==> config.mk <==
export PLATFORM = sky130hd
export DESIGN_NAME = infix_to_postfix_converter_core_flat
export DESIGN_NICKNAME = d
export VERILOG_FILES = /design/src/rtl/itp_pkg.sv /design/src/rtl/itp_if.sv /design/src/rtl/itp_ram.sv /design/src/rtl/itp_datapath.sv /design/src/rtl/itp_ctrl.sv /design/src/rtl/infix_to_postfix_converter_core.sv /design/src/flat_wrapper.sv
export SDC_FILE = /design/constraint.sdc
export NUM_CORES = 1
export LEC_CHECK = 0
export BUFFER_PORTS_ARGS = -buffer_cell sky130_fd_sc_hd__buf_2
export CAP_MARGIN = 40
export CORE_ASPECT_RATIO = 2
export CORE_MARGIN = 10
export CORE_UTILIZATION = 40
export DETAILED_ROUTE_END_ITERATION = 7
export SYNTH_ARGS = -nofsm -noshare
export SYNTH_HDL_FRONTEND = slang
export SYNTH_SLANG_ARGS = --single-unit
==> constraint.sdc <==
create_clock -name i_clk -period 5.7 [get_ports i_clk]
set_clock_uncertainty 0.2 [all_clocks]
set_input_delay 0.285 -clock i_clk [delete_from_list [all_inputs] [get_ports i_clk]]
set_output_delay 0.285 -clock i_clk [all_outputs]
set_load 0.02 [all_outputs]
==> src/rtl/itp_pkg.sv <==
package itp_pkg;

    localparam int STACK_DEPTH = 32;
    localparam int STK_AW      = $clog2(STACK_DEPTH);
    localparam int STK_CW      = $clog2(STACK_DEPTH + 1);

    localparam logic [STK_CW-1:0] STK_FULL = STK_CW'(STACK_DEPTH);

    localparam logic [7:0] CH_SPACE  = 8'h20;
    localparam logic [7:0] CH_LPAREN = 8'h28;
    localparam logic [7:0] CH_RPAREN = 8'h29;
    localparam logic [7:0] CH_STAR   = 8'h2A;
    localparam logic [7:0] CH_PLUS   = 8'h2B;
    localparam logic [7:0] CH_MINUS  = 8'h2D;
    localparam logic [7:0] CH_SLASH  = 8'h2F;
    localparam logic [7:0] CH_CARET  = 8'h5E;

    typedef logic [1:0] t_prec;

    typedef enum logic [2:0] {
        CLS_SPACE,
        CLS_LETTER,
        CLS_OPEN,
        CLS_CLOSE,
        CLS_OP
    } t_cls;

    typedef struct packed {
        logic [7:0] out_char;
        logic       char_valid;
        logic       run_last;
        logic       expr_done;
        logic       error_flag;
    } t_out_item;

    // controller -> datapath
    typedef struct packed {
        logic in_ready;
        logic accept;
        logic load_in;
        logic push_in;
        logic push_item;
        logic pop_emit;
        logic drop_open;
        logic fin_item;
        logic fin_expr;
    } t_cmd;

    // datapath -> controller
    typedef struct packed {
        logic in_valid;
        t_cls in_cls;
        logic in_last;
        t_cls item_cls;
        logic item_last;
        logic pop_ok;
        logic stack_empty;
        logic pend_v;
        logic emit_ok;
        logic out_free;
    } t_sts;

    function automatic t_prec prec_of(input logic [7:0] c);
        t_prec p;
        case (c)
            CH_PLUS, CH_MINUS: p = 2'd1;
            CH_STAR, CH_SLASH: p = 2'd2;
            CH_CARET:          p = 2'd3;
            default:           p = 2'd0;
        endcase
        return p;
    endfunction

    function automatic t_cls classify(input logic [7:0] c);
        t_cls k;
        if (c == CH_SPACE) begin
            k = CLS_SPACE;
        end else if (c == CH_LPAREN) begin
            k = CLS_OPEN;
        end else if (c == CH_RPAREN) begin
            k = CLS_CLOSE;
        end else if (c inside {[8'h41:8'h5A], [8'h61:8'h7A]}) begin
            k = CLS_LETTER;
        end else begin
            k = CLS_OP;
        end
        return k;
    endfunction

endpackage

==> src/rtl/itp_if.sv <==
interface itp_in_if;
    logic       valid;
    logic       ready;
    logic [7:0] in_char;
    logic       expr_end;

    modport source (output valid, output in_char, output expr_end, input ready);
    modport sink   (input valid, input in_char, input expr_end, output ready);
endinterface

interface itp_out_if;
    logic       valid;
    logic       ready;
    logic [7:0] out_char;
    logic       char_valid;
    logic       run_last;
    logic       expr_done;
    logic       error_flag;

    modport source (output valid, output out_char, output char_valid, output run_last,
                    output expr_done, output error_flag, input ready);
    modport sink   (input valid, input out_char, input char_valid, input run_last,
                    input expr_done, input error_flag, output ready);
endinterface

==> src/rtl/itp_ram.sv <==
module itp_ram #(
    parameter int WIDTH = 8,
    parameter int DEPTH = 32
) (
    input  logic                     i_clk,
    input  logic                     i_we,
    input  logic [$clog2(DEPTH)-1:0] i_waddr,
    input  logic [WIDTH-1:0]         i_wdata,
    input  logic [$clog2(DEPTH)-1:0] i_raddr,
    output logic [WIDTH-1:0]         o_rdata
);

    logic [WIDTH-1:0] r_mem [DEPTH];
    logic [WIDTH-1:0] r_rdata;

    always_ff @(posedge i_clk) begin
        if (i_we) begin
            r_mem[i_waddr] <= i_wdata;
        end
        r_rdata <= r_mem[i_raddr];
    end

    assign o_rdata = r_rdata;

endmodule

==> src/rtl/itp_datapath.sv <==
module itp_datapath (
    input  logic          i_clk,
    input  logic          i_rst_n,
    itp_in_if.sink        i_in,
    itp_out_if.source     o_out,
    input  itp_pkg::t_cmd i_cmd,
    output itp_pkg::t_sts o_sts
);
    import itp_pkg::*;

    logic [7:0]        r_item_char, n_item_char;
    logic              r_item_last, n_item_last;
    t_cls              r_item_cls,  n_item_cls;
    logic [STK_CW-1:0] r_count,     n_count;
    logic [STK_CW-1:0] r_open,      n_open;
    logic [7:0]        r_top,       n_top;
    logic              r_top_ram,   n_top_ram;
    logic              r_err,       n_err;
    logic [7:0]        r_pend,      n_pend;
    logic              r_pend_v,    n_pend_v;
    logic              r_out_v,     n_out_v;
    t_out_item         r_out,       n_out;

    logic [7:0]        ram_rdata;
    logic [STK_CW-1:0] cnt_m2;
    logic [7:0]        top_char;
    logic [7:0]        push_char;
    logic              push_en;
    logic              stack_full;
    logic              ram_we;
    logic              out_free;

    // top lives in r_top after a push, in the RAM read port after a pop
    assign top_char   = r_top_ram ? ram_rdata : r_top;
    assign cnt_m2     = r_count - STK_CW'(2);
    assign stack_full = (r_count == STK_FULL);
    assign push_en    = i_cmd.push_in || i_cmd.push_item;
    assign push_char  = i_cmd.push_in ? i_in.in_char : r_item_char;
    assign ram_we     = push_en && !stack_full;
    assign out_free   = !r_out_v || o_out.ready;

    itp_ram #(
        .WIDTH (8),
        .DEPTH (STACK_DEPTH)
    ) u_stack (
        .i_clk   (i_clk),
        .i_we    (ram_we),
        .i_waddr (r_count[STK_AW-1:0]),
        .i_wdata (push_char),
        .i_raddr (cnt_m2[STK_AW-1:0]),
        .o_rdata (ram_rdata)
    );

    always_comb begin
        n_item_char = r_item_char;
        n_item_last = r_item_last;
        n_item_cls  = r_item_cls;
        n_count     = r_count;
        n_open      = r_open;
        n_top       = top_char;
        n_top_ram   = 1'b0;
        n_err       = r_err;
        n_pend      = r_pend;
        n_pend_v    = r_pend_v;
        n_out_v     = r_out_v && !o_out.ready;
        n_out       = r_out;

        if (i_cmd.accept) begin
            n_item_char = i_in.in_char;
            n_item_last = i_in.expr_end;
            n_item_cls  = classify(i_in.in_char);
            // an unmatched close is known up front, so every item it emits carries the flag
            if (classify(i_in.in_char) == CLS_CLOSE && r_open == '0) begin
                n_err = 1'b1;
            end
        end

        if (i_cmd.load_in) begin
            n_pend   = i_in.in_char;
            n_pend_v = 1'b1;
        end

        if (push_en) begin
            if (stack_full) begin
                n_err = 1'b1;
            end else begin
                n_count = r_count + STK_CW'(1);
                n_top   = push_char;
                if (push_char == CH_LPAREN) begin
                    n_open = r_open + STK_CW'(1);
                end
            end
        end

        if (i_cmd.pop_emit) begin
            n_count   = r_count - STK_CW'(1);
            n_top_ram = 1'b1;
            if (top_char == CH_LPAREN) begin
                n_open = r_open - STK_CW'(1);
            end
            n_pend   = top_char;
            n_pend_v = 1'b1;
            // release the held item, now known not to be the last one
            if (r_pend_v) begin
                n_out_v = 1'b1;
                n_out   = '{out_char: r_pend, char_valid: 1'b1, run_last: 1'b0,
                            expr_done: 1'b0, error_flag: r_err};
            end
        end

        if (i_cmd.drop_open) begin
            n_count   = r_count - STK_CW'(1);
            n_open    = r_open - STK_CW'(1);
            n_top_ram = 1'b1;
        end

        if (i_cmd.fin_item) begin
            n_out_v  = 1'b1;
            n_out    = '{out_char: r_pend, char_valid: 1'b1, run_last: 1'b1,
                         expr_done: 1'b0, error_flag: r_err};
            n_pend_v = 1'b0;
        end

        if (i_cmd.fin_expr) begin
            n_out_v   = 1'b1;
            n_out     = '{out_char: r_pend_v ? r_pend : 8'h00, char_valid: r_pend_v,
                          run_last: 1'b1, expr_done: 1'b1, error_flag: r_err};
            n_pend_v  = 1'b0;
            n_count   = '0;
            n_open    = '0;
            n_err     = 1'b0;
            n_top_ram = 1'b0;
        end
    end

    always_ff @(posedge i_clk) begin
        if (!i_rst_n) begin
            r_count   <= '0;
            r_open    <= '0;
            r_top_ram <= 1'b0;
            r_err     <= 1'b0;
            r_pend_v  <= 1'b0;
            r_out_v   <= 1'b0;
        end else begin
            r_count   <= n_count;
            r_open    <= n_open;
            r_top_ram <= n_top_ram;
            r_err     <= n_err;
            r_pend_v  <= n_pend_v;
            r_out_v   <= n_out_v;
        end
    end

    always_ff @(posedge i_clk) begin
        r_item_char <= n_item_char;
        r_item_last <= n_item_last;
        r_item_cls  <= n_item_cls;
        r_top       <= n_top;
        r_pend      <= n_pend;
        r_out       <= n_out;
    end

    assign i_in.ready       = i_cmd.in_ready;
    assign o_out.valid      = r_out_v;
    assign o_out.out_char   = r_out.out_char;
    assign o_out.char_valid = r_out.char_valid;
    assign o_out.run_last   = r_out.run_last;
    assign o_out.expr_done  = r_out.expr_done;
    assign o_out.error_flag = r_out.error_flag;

    always_comb begin
        o_sts.in_valid    = i_in.valid;
        o_sts.in_cls      = classify(i_in.in_char);
        o_sts.in_last     = i_in.expr_end;
        o_sts.item_cls    = r_item_cls;
        o_sts.item_last   = r_item_last;
        o_sts.pop_ok      = (r_count != '0) && (top_char != CH_LPAREN) &&
                            ((r_item_cls == CLS_CLOSE) ||
                             (prec_of(r_item_char) <= prec_of(top_char)));
        o_sts.stack_empty = (r_count == '0);
        o_sts.pend_v      = r_pend_v;
        o_sts.emit_ok     = !r_pend_v || out_free;
        o_sts.out_free    = out_free;
    end

    a_count_bound: assert property (@(posedge i_clk) disable iff (!i_rst_n)
        r_count <= STK_FULL)
        else $error("stack count beyond depth");

    a_open_bound: assert property (@(posedge i_clk) disable iff (!i_rst_n)
        r_open <= r_count)
        else $error("open-paren count exceeds stack count");

    a_pop_nonempty: assert property (@(posedge i_clk) disable iff (!i_rst_n)
        (i_cmd.pop_emit || i_cmd.drop_open) |-> (r_count != '0))
        else $error("pop from empty stack");

    a_expr_clear: assert property (@(posedge i_clk) disable iff (!i_rst_n)
        i_cmd.fin_expr |=> (r_count == '0 && !r_err && !r_pend_v))
        else $error("expression state not cleared");

endmodule

==> src/rtl/itp_ctrl.sv <==
module itp_ctrl (
    input  logic          i_clk,
    input  logic          i_rst_n,
    input  itp_pkg::t_sts i_sts,
    output itp_pkg::t_cmd o_cmd
);
    import itp_pkg::*;

    localparam logic [1:0] S_IDLE  = 2'd0;
    localparam logic [1:0] S_LOOP  = 2'd1;
    localparam logic [1:0] S_FLUSH = 2'd2;
    localparam logic [1:0] S_FIN   = 2'd3;

    logic [1:0] r_state, n_state;

    always_comb begin
        n_state = r_state;
        o_cmd   = '0;

        case (r_state)
            S_IDLE: begin
                o_cmd.in_ready = 1'b1;
                if (i_sts.in_valid) begin
                    o_cmd.accept = 1'b1;
                    case (i_sts.in_cls)
                        CLS_SPACE: begin
                            n_state = i_sts.in_last ? S_FLUSH : S_IDLE;
                        end
                        CLS_LETTER: begin
                            o_cmd.load_in = 1'b1;
                            n_state = i_sts.in_last ? S_FLUSH : S_FIN;
                        end
                        CLS_OPEN: begin
                            o_cmd.push_in = 1'b1;
                            n_state = i_sts.in_last ? S_FLUSH : S_IDLE;
                        end
                        default: begin
                            n_state = S_LOOP;
                        end
                    endcase
                end
            end

            S_LOOP: begin
                if (i_sts.pop_ok) begin
                    o_cmd.pop_emit = i_sts.emit_ok;
                end else begin
                    if (i_sts.item_cls == CLS_CLOSE) begin
                        o_cmd.drop_open = !i_sts.stack_empty;
                    end else begin
                        o_cmd.push_item = 1'b1;
                    end
                    if (i_sts.item_last) begin
                        n_state = S_FLUSH;
                    end else if (i_sts.pend_v) begin
                        n_state = S_FIN;
                    end else begin
                        n_state = S_IDLE;
                    end
                end
            end

            S_FLUSH: begin
                if (!i_sts.stack_empty) begin
                    o_cmd.pop_emit = i_sts.emit_ok;
                end else if (i_sts.out_free) begin
                    o_cmd.fin_expr = 1'b1;
                    n_state = S_IDLE;
                end
            end

            S_FIN: begin
                if (i_sts.out_free) begin
                    o_cmd.fin_item = 1'b1;
                    n_state = S_IDLE;
                end
            end

            default: begin
                n_state = S_IDLE;
            end
        endcase
    end

    always_ff @(posedge i_clk) begin
        if (!i_rst_n) begin
            r_state <= S_IDLE;
        end else begin
            r_state <= n_state;
        end
    end

    a_one_action: assert property (@(posedge i_clk) disable iff (!i_rst_n)
        $onehot0({o_cmd.load_in, o_cmd.push_in, o_cmd.push_item, o_cmd.pop_emit,
                  o_cmd.drop_open, o_cmd.fin_item, o_cmd.fin_expr}))
        else $error("more than one datapath action in a cycle");

    a_fin_has_item: assert property (@(posedge i_clk) disable iff (!i_rst_n)
        (r_state == S_FIN) |-> i_sts.pend_v)
        else $error("item finish without a held result");

    a_accept_idle: assert property (@(posedge i_clk) disable iff (!i_rst_n)
        o_cmd.accept |=> (r_state != S_IDLE) || !$past(i_sts.in_last))
        else $error("expression end accepted without flush");

endmodule

==> src/rtl/infix_to_postfix_converter_core.sv <==
// Infix-to-postfix converter (shunting-yard). Each input item carries one ASCII
// character and an end-of-expression flag; each result item carries one postfix
// character, with run_last on the final result of an input item, expr_done on the
// final result of an expression (an end-only marker with char_valid low if the
// expression end released nothing), and error_flag for an unmatched ')' or a push
// onto a full operator stack. A space or an '(' is handled as it is accepted; a
// letter is held, then released; an operator or ')' pops operators off the stack,
// then releases the last one it held, if any. An item that ends an expression
// instead pops every operator left on the stack and then closes the expression.
// The operator stack sits in a single-port-write RAM with a registered read, and
// the controller pops one entry per cycle while the output can take results.
// Output stalls hold the loop.
module infix_to_postfix_converter_core (
    input  logic      i_clk,
    input  logic      i_rst_n,
    itp_in_if.sink    i_in,
    itp_out_if.source o_out
);
    import itp_pkg::*;

    t_cmd cmd;
    t_sts sts;

    itp_ctrl u_ctrl (
        .i_clk   (i_clk),
        .i_rst_n (i_rst_n),
        .i_sts   (sts),
        .o_cmd   (cmd)
    );

    itp_datapath u_datapath (
        .i_clk   (i_clk),
        .i_rst_n (i_rst_n),
        .i_in    (i_in),
        .o_out   (o_out),
        .i_cmd   (cmd),
        .o_sts   (sts)
    );

endmodule

==> src/flat_wrapper.sv <==
// flat-port wrapper written by rule: the top's interface ports become plain ports
module infix_to_postfix_converter_core_flat import itp_pkg::*;
  (i_clk, i_rst_n, i_in_valid, i_in_in_char, i_in_expr_end, i_in_ready, o_out_valid, o_out_out_char, o_out_char_valid, o_out_run_last, o_out_expr_done, o_out_error_flag, o_out_ready);
  itp_in_if i_in_i ();
  itp_out_if o_out_i ();
  input  logic i_clk;
  input  logic i_rst_n;
  input wire logic [$bits(i_in_i.valid)-1:0] i_in_valid;
  input wire logic [$bits(i_in_i.in_char)-1:0] i_in_in_char;
  input wire logic [$bits(i_in_i.expr_end)-1:0] i_in_expr_end;
  output wire logic [$bits(i_in_i.ready)-1:0] i_in_ready;
  output wire logic [$bits(o_out_i.valid)-1:0] o_out_valid;
  output wire logic [$bits(o_out_i.out_char)-1:0] o_out_out_char;
  output wire logic [$bits(o_out_i.char_valid)-1:0] o_out_char_valid;
  output wire logic [$bits(o_out_i.run_last)-1:0] o_out_run_last;
  output wire logic [$bits(o_out_i.expr_done)-1:0] o_out_expr_done;
  output wire logic [$bits(o_out_i.error_flag)-1:0] o_out_error_flag;
  input wire logic [$bits(o_out_i.ready)-1:0] o_out_ready;
  assign i_in_i.valid = i_in_valid;
  assign i_in_i.in_char = i_in_in_char;
  assign i_in_i.expr_end = i_in_expr_end;
  assign i_in_ready = i_in_i.ready;
  assign o_out_valid = o_out_i.valid;
  assign o_out_out_char = o_out_i.out_char;
  assign o_out_char_valid = o_out_i.char_valid;
  assign o_out_run_last = o_out_i.run_last;
  assign o_out_expr_done = o_out_i.expr_done;
  assign o_out_error_flag = o_out_i.error_flag;
  assign o_out_i.ready = o_out_ready;
  infix_to_postfix_converter_core u_core (.i_clk(i_clk), .i_rst_n(i_rst_n), .i_in(i_in_i), .o_out(o_out_i));
endmodule
==> reports/summary.log <==
INFO  placement      dp.final_hpwl=23,000um
INFO  placement      placer_congestion=0.844
INFO  cts            postCtsSetupBuffers=0
INFO  detailed_routing avgRoutedWirePerCell=25.5um
INFO  placement      io_buffers=26
INFO  sta            worst_max_slew_pin_slew=827ps
INFO  cts            cts.reportedPaths.clkPinSlew=70ps
INFO  yosys          syn_inst=759
INFO  yosys          syn_area_per_cell=17.5um2
INFO  setup_path     rr_worst_depth=13
INFO  cts            clock_path_buffers=3
INFO  detailed_routing drc_errors=0
INFO  global_routing grt_overflow=0
INFO  setup_path     cp_cell_sequence=or4bb_1, o22ai_2, a31oi_1, or3_1, ha_1, nor2b_1, o21ai_0, nand3_1, o21ai_0, nor2_1, nand2_1, nor4_1, buf_4
INFO  layout         drive_gt1_share=23.1%
INFO  layout         layout.nets=848
INFO  sta            unrepaired_setup_endpoints_after_global_routing=false
INFO  yosys          synth_compound_gate_area_share=4.02%
INFO  cts            ctsRootBufferMaster=clkbuf_16
INFO  detailed_routing firstDrtPassIters=5
INFO  sta            fmax=211MHz
INFO  cts            post_cts_resized=0
INFO  power          power_density=467mW/mm2
INFO  yosys          synthMuxAreaShare=15.0%
INFO  worst_hold_path holdPathStages=3
INFO  global_routing antenna_found_initial=0
INFO  setup_path     critical-path-top-delay-family=simple AND/OR/NAND/NOR gates
INFO  setup_path     timing_worst_setup_path_type=reg2reg
INFO  yosys          synth_edf_count=286
INFO  detailed_routing wirelength=32,500um
INFO  power          cellLeakagePower=4.78nW
INFO  global_routing grt_start_max_net_pins=58
INFO  yosys          main_combinational_cell_family_by_area_after_synthesis=multiplexers
INFO  floorplan      chipHeight=278um
INFO  setup_path     timing.critical_path.buf_inv=1
INFO  setup_path     worst_ep_required_time=5770ps
INFO  setup_path     worst_setup_path_end_kind=flop
INFO  run            max_cap_violations=0
INFO  setup_path     crit_path_max_incr_delay=700ps
INFO  detailed_routing routed-via-count=7,001
INFO  cts            ctsHtreeMaxLevel=1
INFO  layout         num-fill-cells=2,816
INFO  power          power.ir.vdd_worst=0.227mV
INFO  sta            hold_violations=0
INFO  floorplan      core_region_area=0.0329mm2
INFO  setup_path     critical_path_cell_count=13
INFO  yosys          async_flop_share=0%
INFO  sta            setup-tns-final=0ps
INFO  sta            slew_headroom=44.8%
INFO  setup_path     critical_path_arrival=4800ps
INFO  yosys          ys_warn_count=0
INFO  yosys          share_of_synthesized_cell_area_in_full_adder_half_adder_and_majority_cells=1.50%
INFO  cts            clk-insertion-delay-late=560ps
INFO  sta            finalMaxSlewViolations=0
INFO  layout         multiInputGateArea=0.00382mm2
INFO  floorplan      die_area=0.0414mm2
INFO  sta            worst_hold_slack=162ps
INFO  global_routing via_count_of_the_first_global_routing_pass=7,494
INFO  setup_path     cp_startpoint_kind=flop
INFO  setup_path     crit_slowest_cell=dfxtp_1
INFO  setup_path     startpoint=u_core.u_datapath.r_top_ram
INFO  setup_path     critical_path_peak_fanout=15
INFO  yosys          post_synth_instance_area=0.0133mm2
INFO  sta            finalCriticalPeriod=4730ps
INFO  detailed_routing detail-route-antenna-nets=0
INFO  floorplan      top_level_ports=27
INFO  setup_path     cpMostUsedCell=o21ai_0
INFO  layout         seq_area=0.00931mm2
INFO  setup_path     r2r-end=u_core.u_datapath.u_stack.r_mem[2][0]
INFO  power          power=7.04mW
INFO  placement      placement.cell_area=0.0141mm2
INFO  yosys          postSynthRegisterBits=322
INFO  layout         num_antenna_cells=0
INFO  setup_path     timing.critical_path.to=u_core.u_datapath.u_stack.r_mem[2][0]
INFO  placement      dpl.cell_count=1,210
INFO  floorplan      row_count=94
INFO  cts            cts_sinks=322
INFO  layout         synthToLayoutAreaGrowth=13.2%
INFO  setup_path     worst_r2r_startpoint=u_core.u_datapath.r_top_ram
INFO  layout         layout.cell_area.non_filler=0.0151mm2
INFO  yosys          most_used_flip_flop_cell_after_synthesis=edfxtp_1
INFO  yosys          yosys.area_share.simple=7.34%
INFO  cts            holdBufCountCts=11
INFO  yosys          xor_xnor_portion_of_the_synthesized_cell_area=0.789%
INFO  floorplan      die_w=149um
INFO  sta            fin_crit_sh=83.0%
INFO  detailed_routing route.detailed.vias_per_inst=5.50
INFO  setup_path     rrSetupSlack=970ps
INFO  yosys          synth_fp_nets=788
INFO  layout         layout.cells.most_common=edfxtp_1
INFO  cts            number_of_cts_inserted_buffers=28
INFO  outcome        status=finished clean
INFO  yosys          synth.lib_cells_used.distinct=65
INFO  global_routing total_track_usage=15.9%
INFO  cts            cts_tree=yes
INFO  yosys          synth.yosys.seq_area_share=69.9%
INFO  layout         final_cell_mix=286 x edfxtp_1, 80 x mux4_2, 65 x nor2_1
INFO  layout         fin_cells=1,273
INFO  detailed_routing dr.first_iter.drc_count=452
INFO  floorplan      floorplan.initialDensity=40.4%
INFO  global_routing grt_first_pass_wirelength=48,700um
INFO  worst_hold_path tightest_hold_check_type=in2reg
INFO  sta            finalSetupViolations=0
routing by layer:
metal  vias to the layer above  share of wire [%]  wire [um]  track usage, %
met5                         -                  0          0               0
met4                         0                6.4       2080            9.96
met3                        75                3.7       1190            1.97
met2                       187                 58      18900            30.7
met1                      3589                 32      10300            15.1
li1                       3150                  -          -               -
cell usage after synthesis (2+ instances only):
master      n  area share (%)
and2_1     21            0.99
a31oi_1     3            0.14
nand2b_1    7            0.33
buf_2       6            0.23
o21a_1      2            0.11
buf_1       3           0.085
nor3b_1     2            0.11
a211oi_1    3            0.17
and3_1      6            0.28
nand4_1     5            0.23
nor4_1      4            0.19
nor3_1     13            0.49
buf_4       2            0.11
dfxtp_1    36             5.4
a31o_2      2            0.13
nor2_1     65             1.8
nand2_1    25            0.70
o22a_1      2            0.13
a41oi_1     2            0.13
clkbuf_1   20            0.56
inv_1      17            0.48
mux2i_1    10            0.75
mux4_2     80              14
nor2b_1     6            0.28
a22oi_1     2            0.11
nand3_1    11            0.41
ha_1       16             1.5
xnor2_1     6            0.39
or3_1       4            0.19
edfxtp_1  286              65
a21oi_1    35             1.3
a21o_1      3            0.17
xor2_1      6            0.39
nor4b_1     6            0.39
mux2_2      8            0.68
nand3b_1    2            0.11
o21ai_0     4            0.15
logic make-up (layout without fill, tap and decap cells):
kind of cell / after synthesis / count (layout)
flops: 322 / 322
simple gates: 187 / 187
mux: 98 / 98
compound gates: 76 / 76
buf+inv: 48 / 130
fa+ha+maj: 16 / 16
xor+xnor: 12 / 12
power by group:
part / total (mW) / switching [mW] / internal, mW
logic: 2.17 / 1.21 / 0.967
registers: 3.04 / 0.182 / 2.86
clock network: 1.82 / 0.840 / 0.985
total: 7.04 / 2.23 / 4.81
state kept, by name, indices dropped and copies added, names as in the netlist:
register                            flops
u_core.u_datapath.r_pend_v              1
u_core.u_datapath.r_top_ram             1
u_core.u_datapath.r_pend                8
u_core.u_datapath.r_err                 1
u_core.u_datapath.o_out.valid           1
u_core.u_datapath.o_out.expr_done       1
u_core.u_datapath.u_stack.r_mem       256
u_core.u_datapath.o_out.error_flag      1
u_core.u_datapath.u_stack.o_rdata       8
u_core.u_datapath.o_out.out_char        8
u_core.u_datapath.r_item_last           1
u_core.u_datapath.r_count               6
u_core.u_ctrl.r_state                   2
u_core.u_datapath.r_item_char           8
u_core.u_datapath.r_item_cls            3
u_core.u_datapath.r_open                6
u_core.u_datapath.r_top                 8
u_core.u_datapath.o_out.char_valid      1
u_core.u_datapath.o_out.run_last        1
worst register-to-register path: stages, from the launching register on:
cell     delay, ps
dfxtp_1        700
or4bb_1        490
o22ai_2        290
a31oi_1        120
or3_1          320
ha_1           290
nor2b_1        160
o21ai_0        160
nand3_1        140
o21ai_0        150
nor2_1         260
nand2_1        370
nor4_1         510
buf_4          260
cell type report:
type | instances | area share (%)
Clock inverter | 18 | 0.880
Inverter | 17 | 0.423
Timing Repair Buffer | 61 | 3.05
Clock buffer | 34 | 4.94
Sequential cell | 322 | 61.8
Multi-Input combinational cell | 389 | 25.3
Tap cell | 432 | 3.59
per-stage QoR:
step / setup slack [ps] / utilization, %
after global routing: 622 / 45.8
after floorplan: 1460 / -
after global placement: 1030 / 42.5
final: 968 / 45.8
after detailed placement: 969 / 42.8
after CTS: 951 / 45.8
worst min path at each step:
stage / from / endpoint / slack [ps]
2_1_floorplan: i_in_in_char[0] / u_core.u_datapath.r_item_char[0] / 180
4_1_cts: i_in_valid / u_core.u_ctrl.r_state[0] / 150
5_1_grt: i_in_valid / u_core.u_datapath.r_item_char[7] / 160
3_3_place_gp: u_core.u_datapath.o_out.run_last / u_core.u_datapath.o_out.run_last / 230
6_report: i_in_valid / u_core.u_ctrl.r_state[0] / 160
3_5_place_dp: u_core.u_datapath.o_out.run_last / u_core.u_datapath.o_out.run_last / 240
(Power assumes the default switching activity.)
